File: src/sv/i2cm_pkg.sv
`default_nettype none
// ----------------------------------------------------------------------------
// i2cm_pkg
// Types and constants shared by the I2C master byte engine.
// ----------------------------------------------------------------------------
package i2cm_pkg;

   localparam int unsigned SlotWidth  = 16;
   localparam int unsigned ByteWidth  = 8;
   localparam int unsigned CountWidth = 4;
   localparam int unsigned CmdWidth   = 3;

   localparam logic [SlotWidth-1:0]  SLOT_RESET    = 16'd60;
   localparam logic [CountWidth-1:0] BITS_PER_BYTE = 4'd8;

   typedef enum logic [CmdWidth-1:0] {
      CMD_NONE  = 3'd0,
      CMD_START = 3'd1,
      CMD_STOP  = 3'd2,
      CMD_WRITE = 3'd3,
      CMD_READ  = 3'd4
   } cmd_type;

   typedef enum logic [3:0] {
      PH_IDLE    = 4'd0,
      PH_START_A = 4'd1,
      PH_START_B = 4'd2,
      PH_STOP_A  = 4'd3,
      PH_STOP_B  = 4'd4,
      PH_WR_HIGH = 4'd5,
      PH_WR_LOW  = 4'd6,
      PH_WR_ACK  = 4'd7,
      PH_RD_HIGH = 4'd8,
      PH_RD_LOW  = 4'd9,
      PH_RD_ACK  = 4'd10
   } phase_type;

   typedef struct packed {
      phase_type              phase;
      logic [CountWidth-1:0]  bit_count;
      logic [ByteWidth-1:0]   shift_reg;
      logic [SlotWidth-1:0]   slot_counter;
      logic                   ack_to_send;
      logic                   ack_flag;
      logic                   scl_level;
      logic                   sda_level;
      logic [ByteWidth-1:0]   read_byte;
   } engine_state_type;

   typedef struct packed {
      logic [CmdWidth-1:0]  command;
      logic [ByteWidth-1:0] write_byte;
      logic                 send_ack;
      logic                 sda_line;
   } request_type;

   localparam engine_state_type STATE_RESET = '{
      phase:        PH_IDLE,
      bit_count:    '0,
      shift_reg:    '0,
      slot_counter: '0,
      ack_to_send:  1'b0,
      ack_flag:     1'b0,
      scl_level:    1'b1,
      sda_level:    1'b1,
      read_byte:    '0
   };

endpackage : i2cm_pkg
`default_nettype wire

File: src/sv/i2cm_seq.sv
`default_nettype none
// ----------------------------------------------------------------------------
// i2cm_seq
// Bus phase sequencer: next engine state for one bus tick.
// ----------------------------------------------------------------------------
module i2cm_seq
   import i2cm_pkg::*;
(
   input  var engine_state_type          state_cur,
   input  var request_type               req,
   input  var logic [SlotWidth-1:0]      slot_limit,
   output engine_state_type              state_nxt,
   output logic                          done
);

   logic [CountWidth-1:0] count_inc;
   logic [ByteWidth-1:0]  shift_up;

   assign count_inc = state_cur.bit_count + 1'b1;
   assign shift_up  = {state_cur.shift_reg[ByteWidth-2:0], 1'b0};

   always_comb begin
      state_nxt = state_cur;
      done      = 1'b0;
      if (state_cur.phase == PH_IDLE) begin
         state_nxt.slot_counter = 16'd1;
         case (req.command)
            CMD_START: begin
               state_nxt.phase     = PH_START_A;
               state_nxt.sda_level = 1'b1;
               state_nxt.scl_level = 1'b1;
            end
            CMD_STOP: begin
               state_nxt.phase     = PH_STOP_A;
               state_nxt.sda_level = 1'b0;
               state_nxt.scl_level = 1'b1;
            end
            CMD_WRITE: begin
               state_nxt.phase     = PH_WR_HIGH;
               state_nxt.shift_reg = req.write_byte;
               state_nxt.bit_count = '0;
               state_nxt.sda_level = req.write_byte[ByteWidth-1];
               state_nxt.scl_level = 1'b1;
            end
            CMD_READ: begin
               state_nxt.phase       = PH_RD_HIGH;
               state_nxt.shift_reg   = '0;
               state_nxt.bit_count   = '0;
               state_nxt.ack_to_send = req.send_ack;
               state_nxt.sda_level   = 1'b1;
               state_nxt.scl_level   = 1'b1;
            end
            default: begin
               // no command: stay idle
               state_nxt.slot_counter = state_cur.slot_counter;
            end
         endcase
      end else if (state_cur.slot_counter >= slot_limit) begin
         // slot over: move on, most branches open a fresh slot
         state_nxt.slot_counter = 16'd1;
         case (state_cur.phase)
            PH_START_A: begin
               state_nxt.sda_level = 1'b0;
               state_nxt.phase     = PH_START_B;
            end
            PH_START_B: begin
               state_nxt.scl_level = 1'b0;
               done                = 1'b1;
            end
            PH_STOP_A: begin
               state_nxt.sda_level = 1'b1;
               state_nxt.phase     = PH_STOP_B;
            end
            PH_STOP_B: begin
               done = 1'b1;
            end
            PH_WR_HIGH: begin
               state_nxt.scl_level = 1'b0;
               state_nxt.phase     = PH_WR_LOW;
            end
            PH_WR_LOW: begin
               state_nxt.shift_reg = shift_up;
               state_nxt.bit_count = count_inc;
               state_nxt.scl_level = 1'b1;
               if (count_inc >= BITS_PER_BYTE) begin
                  state_nxt.sda_level = 1'b1;
                  state_nxt.phase     = PH_WR_ACK;
               end else begin
                  state_nxt.sda_level = shift_up[ByteWidth-1];
                  state_nxt.phase     = PH_WR_HIGH;
               end
            end
            PH_WR_ACK: begin
               state_nxt.ack_flag  = ~req.sda_line;
               state_nxt.scl_level = 1'b0;
               done                = 1'b1;
            end
            PH_RD_HIGH: begin
               state_nxt.shift_reg = {state_cur.shift_reg[ByteWidth-2:0], req.sda_line};
               state_nxt.scl_level = 1'b0;
               state_nxt.phase     = PH_RD_LOW;
            end
            PH_RD_LOW: begin
               state_nxt.bit_count = count_inc;
               state_nxt.scl_level = 1'b1;
               if (count_inc >= BITS_PER_BYTE) begin
                  state_nxt.sda_level = ~state_cur.ack_to_send;
                  state_nxt.phase     = PH_RD_ACK;
               end else begin
                  state_nxt.phase     = PH_RD_HIGH;
               end
            end
            PH_RD_ACK: begin
               state_nxt.scl_level = 1'b0;
               state_nxt.sda_level = 1'b1;
               state_nxt.read_byte = state_cur.shift_reg;
               done                = 1'b1;
            end
            default: begin
               // undefined phase: back to idle, pins untouched
               done = 1'b1;
            end
         endcase
         if (done) begin
            state_nxt.phase        = PH_IDLE;
            state_nxt.slot_counter = '0;
         end
      end else begin
         state_nxt.slot_counter = state_cur.slot_counter + 1'b1;
      end
   end

endmodule : i2cm_seq
`default_nettype wire

File: src/sv/i2c_master_byte_engine_unit.sv
`default_nettype none
// ----------------------------------------------------------------------------
// i2c_master_byte_engine_unit
// I2C master byte engine: start, stop, byte write and byte read sequences.
// ----------------------------------------------------------------------------
//  channel | handshake                | payload
//  --------+--------------------------+----------------------------------------
//  req     | req_valid / req_ready    | command, write_byte, send_ack, sda_line
//  rsp     | rsp_valid / rsp_ready    | scl/sda drive, busy, done, read_data, ack
//  csr     | csr_wr_en (no wait)      | csr_wr_data = ticks_per_slot
//
//  One request is one bus tick; the sequencer updates its state and the
//  response register in the cycle the request is accepted, so the response is
//  valid in the next cycle; one request is taken per cycle unless a full response register is not drained.
//  req_ready is high whenever the response register is empty or being drained.
//  Synchronous reset puts the engine idle with both pins released.
// ----------------------------------------------------------------------------
module i2c_master_byte_engine_unit
   import i2cm_pkg::*;
(
   input  var logic                 clock,
   input  var logic                 reset,
   input  var logic                 req_valid,
   output logic                     req_ready,
   input  var logic [CmdWidth-1:0]  req_command,
   input  var logic [ByteWidth-1:0] req_write_byte,
   input  var logic                 req_send_ack,
   input  var logic                 req_sda_line,
   output logic                     rsp_valid,
   input  var logic                 rsp_ready,
   output logic                     rsp_scl_drive,
   output logic                     rsp_sda_drive,
   output logic                     rsp_busy_res,
   output logic                     rsp_done_res,
   output logic [ByteWidth-1:0]     rsp_read_data,
   output logic                     rsp_ack_seen,
   input  var logic                 csr_wr_en,
   input  var logic [SlotWidth-1:0] csr_wr_data
);

   engine_state_type     state_ff, state_in;
   request_type          req;
   logic [SlotWidth-1:0] slot_len_ff, slot_limit;
   logic                 rsp_valid_ff;
   logic                 done_in, accept;
   logic                 scl_ff, sda_ff, busy_ff, done_ff, ack_ff;
   logic [ByteWidth-1:0] rdata_ff;

   assign req        = '{command: req_command, write_byte: req_write_byte,
                         send_ack: req_send_ack, sda_line: req_sda_line};
   assign slot_limit = (slot_len_ff == '0) ? 16'd1 : slot_len_ff;
   assign req_ready  = ~rsp_valid_ff | rsp_ready;
   assign accept     = req_valid & req_ready;

   i2cm_seq u_seq (
      .state_cur  (state_ff),
      .req        (req),
      .slot_limit (slot_limit),
      .state_nxt  (state_in),
      .done       (done_in)
   );

   always_ff @(posedge clock) begin
      if (reset) begin
         slot_len_ff <= SLOT_RESET;
      end else if (csr_wr_en) begin
         slot_len_ff <= csr_wr_data;
      end
   end

   always_ff @(posedge clock) begin
      if (reset) begin
         state_ff     <= STATE_RESET;
         rsp_valid_ff <= 1'b0;
      end else begin
         if (accept) begin
            state_ff     <= state_in;
            rsp_valid_ff <= 1'b1;
         end else if (rsp_ready) begin
            rsp_valid_ff <= 1'b0;
         end
      end
   end

   // response payload
   always_ff @(posedge clock) begin
      if (accept) begin
         scl_ff   <= state_in.scl_level;
         sda_ff   <= state_in.sda_level;
         busy_ff  <= (state_in.phase != PH_IDLE);
         done_ff  <= done_in;
         rdata_ff <= state_in.read_byte;
         ack_ff   <= state_in.ack_flag;
      end
   end

   assign rsp_valid     = rsp_valid_ff;
   assign rsp_scl_drive = scl_ff;
   assign rsp_sda_drive = sda_ff;
   assign rsp_busy_res  = busy_ff;
   assign rsp_done_res  = done_ff;
   assign rsp_read_data = rdata_ff;
   assign rsp_ack_seen  = ack_ff;

   a_done_not_busy: assert property (@(posedge clock) disable iff (reset)
      rsp_valid && rsp_done_res |-> !rsp_busy_res)
      else $error("done reported while still busy");

   a_slot_running: assert property (@(posedge clock) disable iff (reset)
      state_ff.phase != PH_IDLE |-> state_ff.slot_counter != '0)
      else $error("active slot with zero counter");

   a_bit_count_range: assert property (@(posedge clock) disable iff (reset)
      state_ff.bit_count <= BITS_PER_BYTE)
      else $error("bit counter past one byte");

   a_state_holds: assert property (@(posedge clock) disable iff (reset)
      !accept |=> $stable(state_ff))
      else $error("engine state moved without a request");

   a_start_drives_high: assert property (@(posedge clock) disable iff (reset)
      accept && state_ff.phase == PH_IDLE && req_command == CMD_START
      |=> rsp_scl_drive && rsp_sda_drive && rsp_busy_res)
      else $error("start did not release both lines");

endmodule : i2c_master_byte_engine_unit
`default_nettype wire
File: config.mk
export PLATFORM = sky130hd
export DESIGN_NAME = i2c_master_byte_engine_unit
export DESIGN_NICKNAME = d
export VERILOG_FILES = /design/src/sv/i2cm_pkg.sv /design/src/sv/i2cm_seq.sv /design/src/sv/i2c_master_byte_engine_unit.sv
export SDC_FILE = /design/constraint.sdc
export NUM_CORES = 1
export LEC_CHECK = 0
export ABC_AREA = 1
export BUFFER_PORTS_ARGS = -buffer_cell sky130_fd_sc_hd__buf_2
export CORE_ASPECT_RATIO = 0.5
export CORE_MARGIN = 4
export CORE_UTILIZATION = 40
export DETAILED_ROUTE_END_ITERATION = 6
export REMOVE_ABC_BUFFERS = 1
export SLEW_MARGIN = 10
export SYNTH_ARGS = -nofsm -noshare
export SYNTH_HDL_FRONTEND = slang
export SYNTH_SLANG_ARGS = --single-unit
File: constraint.sdc
create_clock -name clock -period 3.98 [get_ports clock]
set_input_delay 0 -clock clock [delete_from_list [all_inputs] [get_ports clock]]
set_output_delay 0 -clock clock [all_outputs]
set_load 0.05 [all_outputs]
; Word level (Yosys, flattened, before mapping)
; Index checks and enable logic that the tools add are counted.
[word_totals]
ff_bits = 74
out_inout_bits = 15
[classes]
n_addsub = 2
order_cmp = 2
n_eq_ne = 15
n_mux = 30
bitwise_logic = 6
n_reduce_logical = 18
[ops]
columns = operator, count
row1 = two-way mux 16 bit, 4
row2 = two-way mux 32 bit, 1
row3 = case mux 12 bit (2 select lines), 1
row4 = case mux 4 bit (6 select lines), 1
row5 = "adder 16 x 1 -> 16 bit, second input constant", 1
row6 = >= comparator 16 bit, 1
row7 = logical NOT 16 bit, 1
row8 = two-way mux 8 bit, 2
row9 = case mux 4 bit (4 select lines), 1
row10 = case mux 8 bit (2 select lines), 1
row11 = "equality test 4 x 3 -> 1 bit, second input constant", 3
row12 = "equality test 4 bit, second input constant", 3
row13 = two-way mux 11 bit, 1
row14 = two-way mux 1 bit, 10
row15 = "equality test 4 x 2 -> 1 bit, second input constant", 2
row16 = two-way mux 4 bit, 2
row17 = AND reduction 4 bit, 2
row18 = OR reduction 2 bit, 4
row19 = "equality test 3 x 2 -> 1 bit, second input constant", 2
row20 = two-way mux 2 bit, 3
row21 = case mux 2 bit (3 select lines), 1
row22 = nonzero test 2 bit, 3
row23 = OR reduction 6 bit, 1
row24 = OR reduction 5 bit, 1
row25 = 18 further kinds, 21

; Logic depth before layout (Yosys ltp)
; Gate-level depths: netlist (run 1).
[depth]
ltp_word = 9
mapped_depth = 18
depth_no_buf = 18

; Modules after synthesis
; A second synthesis (run 1) with hierarchy kept.
[hier_totals]
hier_cells = 770
hier_area_um2 = 4963.5
[modules_own_cells]
columns = module, n_inst, cells_per_inst, area_per_inst_um2, seq_area_each_um2
row1 = i2c_master_byte_engine_unit, 1, 360, 2925.3, 1611.5
row2 = i2cm_seq, 1, 410, 2038.2, 0.0

; Worst setup path before layout (run 1)
; Ideal clock, no wire load.
[synth_timing]
kind = register -> register
from = register rsp_valid_ff (netlist: rsp_valid)
to = register ack_ff (netlist: rsp_ack_seen), enable pin
t_arrival_ns = 1.910
setup_slack_ns = 1.688
stages_incl_launch_ff = 5
path_buffers = 1
cell_sequence = dfxtp_1 nand2_1 nand2_1 inv_2 clkbuf_1
[synth_between]
elab_chain_len = 3
[synth_rtl]
columns = element, line
row1 = from (decl), i2c_master_byte_engine_unit.sv:44  ; logic rsp_valid_ff;
row2 = from (signal assigned), i2c_master_byte_engine_unit.sv:74  ; rsp_valid_ff <= 1'b0;
row3 = from (signal assigned), i2c_master_byte_engine_unit.sv:78  ; rsp_valid_ff <= 1'b1;
row4 = from (signal assigned), i2c_master_byte_engine_unit.sv:80  ; rsp_valid_ff <= 1'b0;
row5 = inverter 1 bit, i2c_master_byte_engine_unit.sv:52  ; assign req_ready = ~rsp_valid_ff | rsp_ready;
row6 = OR 1 bit, i2c_master_byte_engine_unit.sv:52
row7 = net req_ready, i2c_master_byte_engine_unit.sv:24  ; output logic req_ready,
row8 = bitwise AND 1 bit, i2c_master_byte_engine_unit.sv:53  ; assign accept = req_valid & req_ready;
row9 = net accept, i2c_master_byte_engine_unit.sv:45  ; logic done_in, accept;
row10 = to (signal assigned), i2c_master_byte_engine_unit.sv:93  ; ack_ff <= state_in.ack_flag;
row11 = to (decl), i2c_master_byte_engine_unit.sv:46  ; logic scl_ff, sda_ff, busy_ff, done_ff, ack_ff;
; The timed path passes the listed nets, and every way through them passes these cells.
; A chain may end at the register's enable or synchronous reset.

==> impl_metrics.py, run 1 <==
metrics = {
    "floorplan": {
        "rows": 25,
        "die_x_um": 152,
        "chipHeight_um": 79.8,
        "core_um2": 9730,
        "start_util_pct": 42.4,
        "io_pins": 49,
        "die-area_um2": 12100,
    },
    "setup_path": {
        "critical_path.max_stage_delay_ns": 0.37,
        "crit_required_ns": 4.07,
        "end_kind": "flop",
        "reg2reg_slack_ns": 1.24,
        "startpoint_type": "flop",
        "worstSetupStartpoint": "slot_len_ff[10]$_SDFFE_PP0P_",
        "critical_path.max_fanout": 12,
        "crit_end": "rsp_read_data[4]$_DFFE_PP_",
        "path_class": "reg2reg",
        "crit_slowest_cell": "nor4_1",
        "rr_worst_depth": 15,
        "r2r-end": "rsp_read_data[4]$_DFFE_PP_",
        "cp.arrival_ns": 2.83,
        "timing.rr.start": "slot_len_ff[10]$_SDFFE_PP0P_",
        "crit_path_cell_trace": "nor4_1 > a41o_1 > ha_1 > nand2_1 > nor2_1 > nor2_1 > nand2_1 > nand2_1 > nand2_1 > nand2_1 > nand2_1 > nand2_2 > inv_2 > nand2_1 > nand2_1",
        "critical_path.most_common_cell": "nand2_1",
    },
    "cts": {
        "cts_made_buffers": 9,
        "cts_setup_buffers": 0,
        "clockBufferDepth": 2,
        "cts_sinks": 74,
        "cts_tree": "done",
        "clk_latency_ns": 0.34,
        "clkTransAtPathRegs_ns": 0.06,
        "htree_levels": 3,
        "root_buffer": "clkbuf_16",
    },
    "power": {
        "p_per_area_nw_per_um2": 399,
        "ir_worst_vdd_mv": 0.223,
        "p_leak_nw": 2.35,
    },
    "final_layout": {
        "final_area_um2": 4970,
        "area_growth_syn_to_layout_pct": 20.5,
        "layout-drive-gt1-share_pct": 15.2,
        "fillCellCount": 942,
        "fin_nets": 697,
        "final-instance-count-excl-fill": 785,
        "fin_util_pct": 51.1,
        "n_antenna_cell": 0,
    },
    "synthesis": {
        "synth_area_per_cell_um2": 7.14,
        "yosys.cell_count.top_type": "nand2_1",
        "ys_top_cells_by_area": "dfxtp_1 (30%), nand2_1 (12%), edfxtp_1 (9.5%)",
        "ys_ff_latch": 74,
        "synth_top_area_share_pct": 29.6,
        "synth_commonest_cells": "nand2_1 (129), inv_1 (78), nor2_1 (71)",
        "yosysSeqAreaShare_pct": 39.1,
        "synth_top_flop_cell": "dfxtp_1",
        "synthArstFlopShare_pct": 0,
        "synth_area_um2": 4130,
        "syn_inst": 578,
        "synth_cell_type_count": 40,
        "synth_top_area_cell": "dfxtp_1",
        "synth-edff-count": 13,
        "yosys_warnings": 0,
    },
    "global_routing": {
        "gr-total-overflow": 0,
        "use_met2_pct": 27.1,
        "use_met3_pct": 4.65,
        "grt_max_degree": 36,
        "busiest_layer": "met2",
        "antenna_found_initial": 0,
        "grt_pass1_wl_mm": 17.0,
        "gr-usage-all-layers_pct": 17.9,
        "grt_pass1_vias": 3531,
        "use_met1_pct": 24.9,
    },
    "timing": {
        "fin_ws_ns": 1.24,
        "max_slew_margin_pct": 46.2,
        "period_share_pct": 68.9,
        "max_freq_mhz": 365,
        "timing_hold_violations_final": 0,
        "slew_viol_final": 0,
        "skew_ns": 0.0110,
        "rsz0062_at_grt": "no",
        "worst_pin_slew_ns": 0.805,
        "setup_viol": 0,
        "tns_ns": 0,
        "period_needed_ns": 2.74,
    },
    "route": {
        "routed_wl_mm": 10.1,
        "via_per_inst": 4.75,
        "drc": 0,
        "ant_nets": 0,
        "dr.pass1.iters": 5,
        "drt_iter0_markers": 132,
        "wl_per_cell_um": 12.8,
        "via_count": 3728,
    },
    "placed_design": {
        "place_congestion": 0.882,
        "dp_hpwl_mm": 7.07,
        "io_buffer_count": 48,
        "dpl_cell_area_um2": 4440,
        "pre_cts_slack_ns": 1.24,
        "dpl.cell_count": 745,
    },
    "job": {
        "maxCapViolations": 0,
    },
    "min_path": {
        "hold_path_class": "in2reg",
        "hold_depth": 3,
    },
    "run_status": {
        "status": "complete, no violations",
    },
}
## layout make-up
class | count | area [um^2] | share of cell area [%]
timing repair buffer | 73 | 488 | 9.82
inverter | 88 | 333 | 6.70
clock buffer | 10 | 229 | 4.61
sequential | 74 | 1610 | 32.4
clock inverter | 6 | 57.6 | 1.16
multi-input combinational | 399 | 2080 | 41.9
tap | 135 | 169 | 3.40
## what timing repair did
item | CTS | global route
hold buffers | 24 | 0
setup endpoints to repair | 0 | 0
endpoints found under the hold margin | 17 | 0
resized for setup | 0 | 0
## routing by layer
metal  up-vias  routed length (um)  share of wire (%)
met5         -                   0                  0
met4         0                 140                1.4
met3        16                 414                4.1
met2        54                4190                 42
met1      1655                5330                 53
li1       2003                   -                  -
## sequential cells by signal, indices dropped and copies added (netlist names)
| name | count |
|---|---|
| rsp_sda_drive | 1 |
| slot_len_ff | 16 |
| rsp_read_data | 8 |
| rsp_ack_seen | 1 |
| rsp_valid | 1 |
| rsp_scl_drive | 1 |
| rsp_busy_res | 1 |
| state_ff | 44 |
| rsp_done_res | 1 |
## how the worst min path moves through the flow
stage | slack [ns] | to | from
2_1_floorplan | 0.07 | rsp_valid$_SDFFE_PP0P_ | reset
3_3_place_gp | 0.22 | slot_len_ff[4]$_SDFFE_PP1P_ | csr_wr_data[4]
3_5_place_dp | 0.22 | slot_len_ff[4]$_SDFFE_PP1P_ | csr_wr_data[4]
4_1_cts | 0.007 | slot_len_ff[8]$_SDFFE_PP0P_ | csr_wr_data[8]
5_1_grt | 0.04 | slot_len_ff[8]$_SDFFE_PP0P_ | csr_wr_data[8]
6_report | 0.02 | slot_len_ff[8]$_SDFFE_PP0P_ | csr_wr_data[8]
## per-stage QoR
step	total power, W	hold slack [ns]
2_1_floorplan	0.00109	0.0691
3_3_place_gp	0.00118	0.215
3_5_place_dp	0.00118	0.223
4_1_cts	0.00200	0.00738
5_1_grt	0.00209	0.0443
6_report	0.00198	0.0162
## power by group
part / internal, W / switching (W) / total [W] / leakage (nW)
Combinational: 0.000119 / 0.000228 / 0.000346 / 1.58
Clock: 0.000481 / 0.000315 / 0.000796 / 0.144
Sequential: 0.000811 / 0.0000280 / 0.000839 / 0.627
Total: 0.00141 / 0.000571 / 0.00198 / 2.35
## critical path, delay by kind of cell, from the launching register on
kind	cells	cell delay, ns
buffers and inverters	1	0.13
and+or+nand+nor	12	1.61
adders and majority gates	1	0.22
AOI/OAI and AO/OA	1	0.23
DFF	1	0.30
## cell families after synthesis
| logic type | share of synthesized area (%) |
|---|---|
| AND/OR/NAND/NOR | 30.6 |
| XOR/XNOR | 1.49 |
| buffers and inverters | 10.5 |
| flip-flops | 39.1 |
| adder cells (fa/ha/maj) | 5.46 |
| AO/OA/AOI/OAI | 13.0 |
## layout by cell type, fill, tap and decap left out, types with 2 or more instances in the layout
| cell type | netlist | final |
|---|---|---|
| nand2_1 | 129 | 129 |
| inv_1 | 78 | 78 |
| nor2_1 | 71 | 71 |
| dfxtp_1 | 61 | 61 |
| buf_2 | 1 | 48 |
| a21oi_1 | 42 | 42 |
| o21ai_0 | 40 | 40 |
| nand3_1 | 36 | 36 |
| dlygate4sd3_1 | 0 | 24 |
| ha_1 | 18 | 18 |
| edfxtp_1 | 13 | 13 |
| inv_2 | 9 | 9 |
| clkbuf_16 | 0 | 9 |
| nand4_1 | 8 | 8 |
| nand2_2 | 6 | 6 |
| nor3_2 | 5 | 5 |
| nor4_1 | 5 | 5 |
| xor2_1 | 5 | 5 |
| nor3_1 | 4 | 4 |
| nor2_2 | 4 | 4 |
| a21oi_2 | 3 | 3 |
| o21ai_1 | 3 | 3 |
| clkinv_2 | 0 | 3 |
| nor2_4 | 2 | 2 |
| nand3_4 | 2 | 2 |
| o31ai_1 | 2 | 2 |
| o21bai_1 | 2 | 2 |
| xnor2_1 | 2 | 2 |
No activity file was read; power rests on OpenSTA's default activity.
==> run 2, diff against run 1 <==
- clock period: 3.98 -> 2.7 ns (I/O delays scaled with it)
==> run 2 against run 1 <==
Utilization grew 0.10 points. Clock-buffer cell count grew 4. Die area is the same. Setup slack lost 1.0 ns. Register-to-register slack lost 1.0 ns. First-iteration DRC count grew 42%. Design area grew 0.20%. Worst hold slack lost 0.0059 ns. Critical path type unchanged. Critical endpoint is now rsp_busy_res$_DFFE_PP_. Largest power group unchanged.
==> impl_metrics.py, run 2 (synthesized netlist as in run 1, its figures left out) <==
metrics = {
    "setup_path": {
        "crit_buf_inv": 0,
        "critical_path.max_stage_delay_ns": 0.36,
        "r2r-end": "rsp_busy_res$_DFFE_PP_",
        "critPathTopFamily": "simple AND/OR/NAND/NOR gates",
        "rr_worst_depth": 15,
        "crit_required_ns": 2.80,
        "path_class": "reg2reg",
        "reg2reg_slack_ns": 0.24,
        "end_kind": "flop",
        "timing.rr.start": "slot_len_ff[10]$_SDFFE_PP0P_",
        "critical_path.most_common_cell": "nand2_1",
        "critical_path.max_fanout": 12,
        "cp.arrival_ns": 2.57,
        "startpoint_type": "flop",
        "crit_path_cell_trace": "nor4_1 > a41o_1 > ha_1 > nand2_1 > nor2_1 > nor2_1 > nand2_1 > nand2_1 > nand2_1 > nand2_1 > nand2_2 > o21ai_0 > nand3_1 > nor2_1 > nand2_1",
        "crit_slowest_cell": "nor4_1",
    },
    "final_layout": {
        "fin_nets": 700,
        "largest_reg_flops": 44,
        "fin_util_pct": 51.2,
        "fillCellCount": 955,
        "multiInputGateArea_um2": 2090,
        "final_cell_mix": "nand2_1 (128), inv_1 (78), nor2_1 (71)",
        "ff_latch_area_um2": 1610,
        "final_area_um2": 4980,
        "layout-drive-gt1-share_pct": 15.8,
        "final_common_cell": "nand2_1",
        "n_antenna_cell": 0,
        "area_growth_syn_to_layout_pct": 20.7,
        "regMostFlops": "state_ff",
    },
    "cts": {
        "root_buffer": "clkbuf_16",
        "clkTransAtPathRegs_ns": 0.06,
        "cts_sinks": 74,
        "cts_setup_buffers": 0,
        "clockBufferDepth": 2,
        "cts_made_buffers": 9,
        "cts_tree": "done",
        "clk_latency_ns": 0.34,
        "htree_levels": 3,
    },
    "route": {
        "wl_per_cell_um": 13.0,
        "routed_wl_mm": 10.3,
        "via_per_inst": 4.83,
        "drt_iter0_markers": 188,
        "dr.pass1.iters": 5,
        "ant_nets": 0,
        "drc": 0,
        "via_count": 3806,
    },
    "global_routing": {
        "grt_max_degree": 35,
        "gr-total-overflow": 0,
        "gr-usage-all-layers_pct": 18.0,
        "antenna_found_initial": 0,
        "grt_pass1_wl_mm": 17.1,
        "grt_pass1_vias": 3575,
    },
    "min_path": {
        "worstHoldStart": "req_write_byte[2]",
        "hold_depth": 5,
        "min_to": "state_ff[30]$_SDFFE_PP0P_",
        "hold_path_class": "in2reg",
    },
    "power": {
        "ir_worst_vdd_mv": 0.270,
        "p_per_area_nw_per_um2": 573,
        "p_leak_nw": 2.35,
    },
    "job": {
        "maxCapViolations": 0,
    },
    "timing": {
        "worst_pin_slew_ns": 0.836,
        "timing_hold_violations_final": 0,
        "period_needed_ns": 2.46,
        "skew_ns": 0.0123,
        "max_slew_margin_pct": 44.2,
        "period_share_pct": 91.3,
        "tns_ns": 0,
        "max_freq_mhz": 406,
        "fin_hold_ws_ns": 0.0103,
        "setup_viol": 0,
        "rsz0062_at_grt": "no",
        "slew_viol_final": 0,
    },
    "placed_design": {
        "dpl_cell_area_um2": 4470,
        "dp_hpwl_mm": 7.25,
        "place_congestion": 0.958,
        "io_buffer_count": 48,
    },
    "floorplan": {
        "io_pins": 49,
        "start_util_pct": 42.4,
        "core_um2": 9730,
        "die_x_um": 152,
        "die-area_um2": 12100,
        "rows": 25,
        "chipHeight_um": 79.8,
    },
    "run_status": {
        "status": "complete, no violations",
    },
}
==> run 2: worst min-delay path, cell delays in order <==
cell     delay, ns
buf_2         0.08
nand3_1       0.06
o21ai_0       0.07
nor2_1        0.04
nor2_1        0.07
==> run 2: what timing repair did <==
action | CTS | global route
hold buffers | 23 | 0
hold endpoints to repair | 16 | 0
resized for setup | 0 | 2
setup endpoints to repair | 0 | 29
==> run 2: worst max path at each step <==
| stage | start | end | slack (ns) | depth (start not counted) |
|---|---|---|---|---|
| after floorplan | rsp_valid$_SDFFE_PP0P_ | state_ff[14]$_SDFFE_PP0P_ | 0.08 | 8 |
| after global placement | slot_len_ff[15]$_SDFFE_PP0P_ | rsp_busy_res$_DFFE_PP_ | 0.16 | 15 |
| after detailed placement | slot_len_ff[10]$_SDFFE_PP0P_ | rsp_busy_res$_DFFE_PP_ | 0.1 | 15 |
| after CTS | slot_len_ff[10]$_SDFFE_PP0P_ | rsp_busy_res$_DFFE_PP_ | 0.11 | 15 |
| after global routing | slot_len_ff[10]$_SDFFE_PP0P_ | rsp_busy_res$_DFFE_PP_ | 0.03 | 15 |
| final | slot_len_ff[10]$_SDFFE_PP0P_ | rsp_busy_res$_DFFE_PP_ | 0.24 | 15 |
==> run 2: routing by layer <==
layer | track usage, % | wire length [um] | vias up
li1 | - | - | 1998
met1 | 25.3 | 5360 | 1728
met2 | 26.5 | 4370 | 69
met3 | 5.50 | 426 | 11
met4 | 4.93 | 119 | 0
met5 | 0 | 0 | -
==> run 2: metrics by stage <==
step	std cells	worst slack, ns	total power [W]
6_report	788	0.236	0.00285
5_1_grt	788	0.0251	0.00300
4_1_cts	788	0.113	0.00288
3_5_place_dp	749	0.100	0.00175
3_3_place_gp	749	0.161	0.00174
2_1_floorplan	561	0.0817	0.00161
==> run 2: layout make-up <==
type | count | share of cell area, %
clock buffer | 14 | 5.10
clock inverter | 2 | 0.276
inverter | 88 | 6.68
multi-input combinational | 399 | 42.0
sequential | 74 | 32.4
tap | 135 | 3.39
timing repair buffer | 76 | 10.2
==> run 2: power breakdown <==
part	leakage [nW]	switching (W)	internal [W]	total [W]
sequential	0.627	0.0000419	0.00120	0.00124
combinational	1.59	0.000338	0.000178	0.000516
clock	0.131	0.000450	0.000649	0.00110
total	2.35	0.000831	0.00202	0.00285
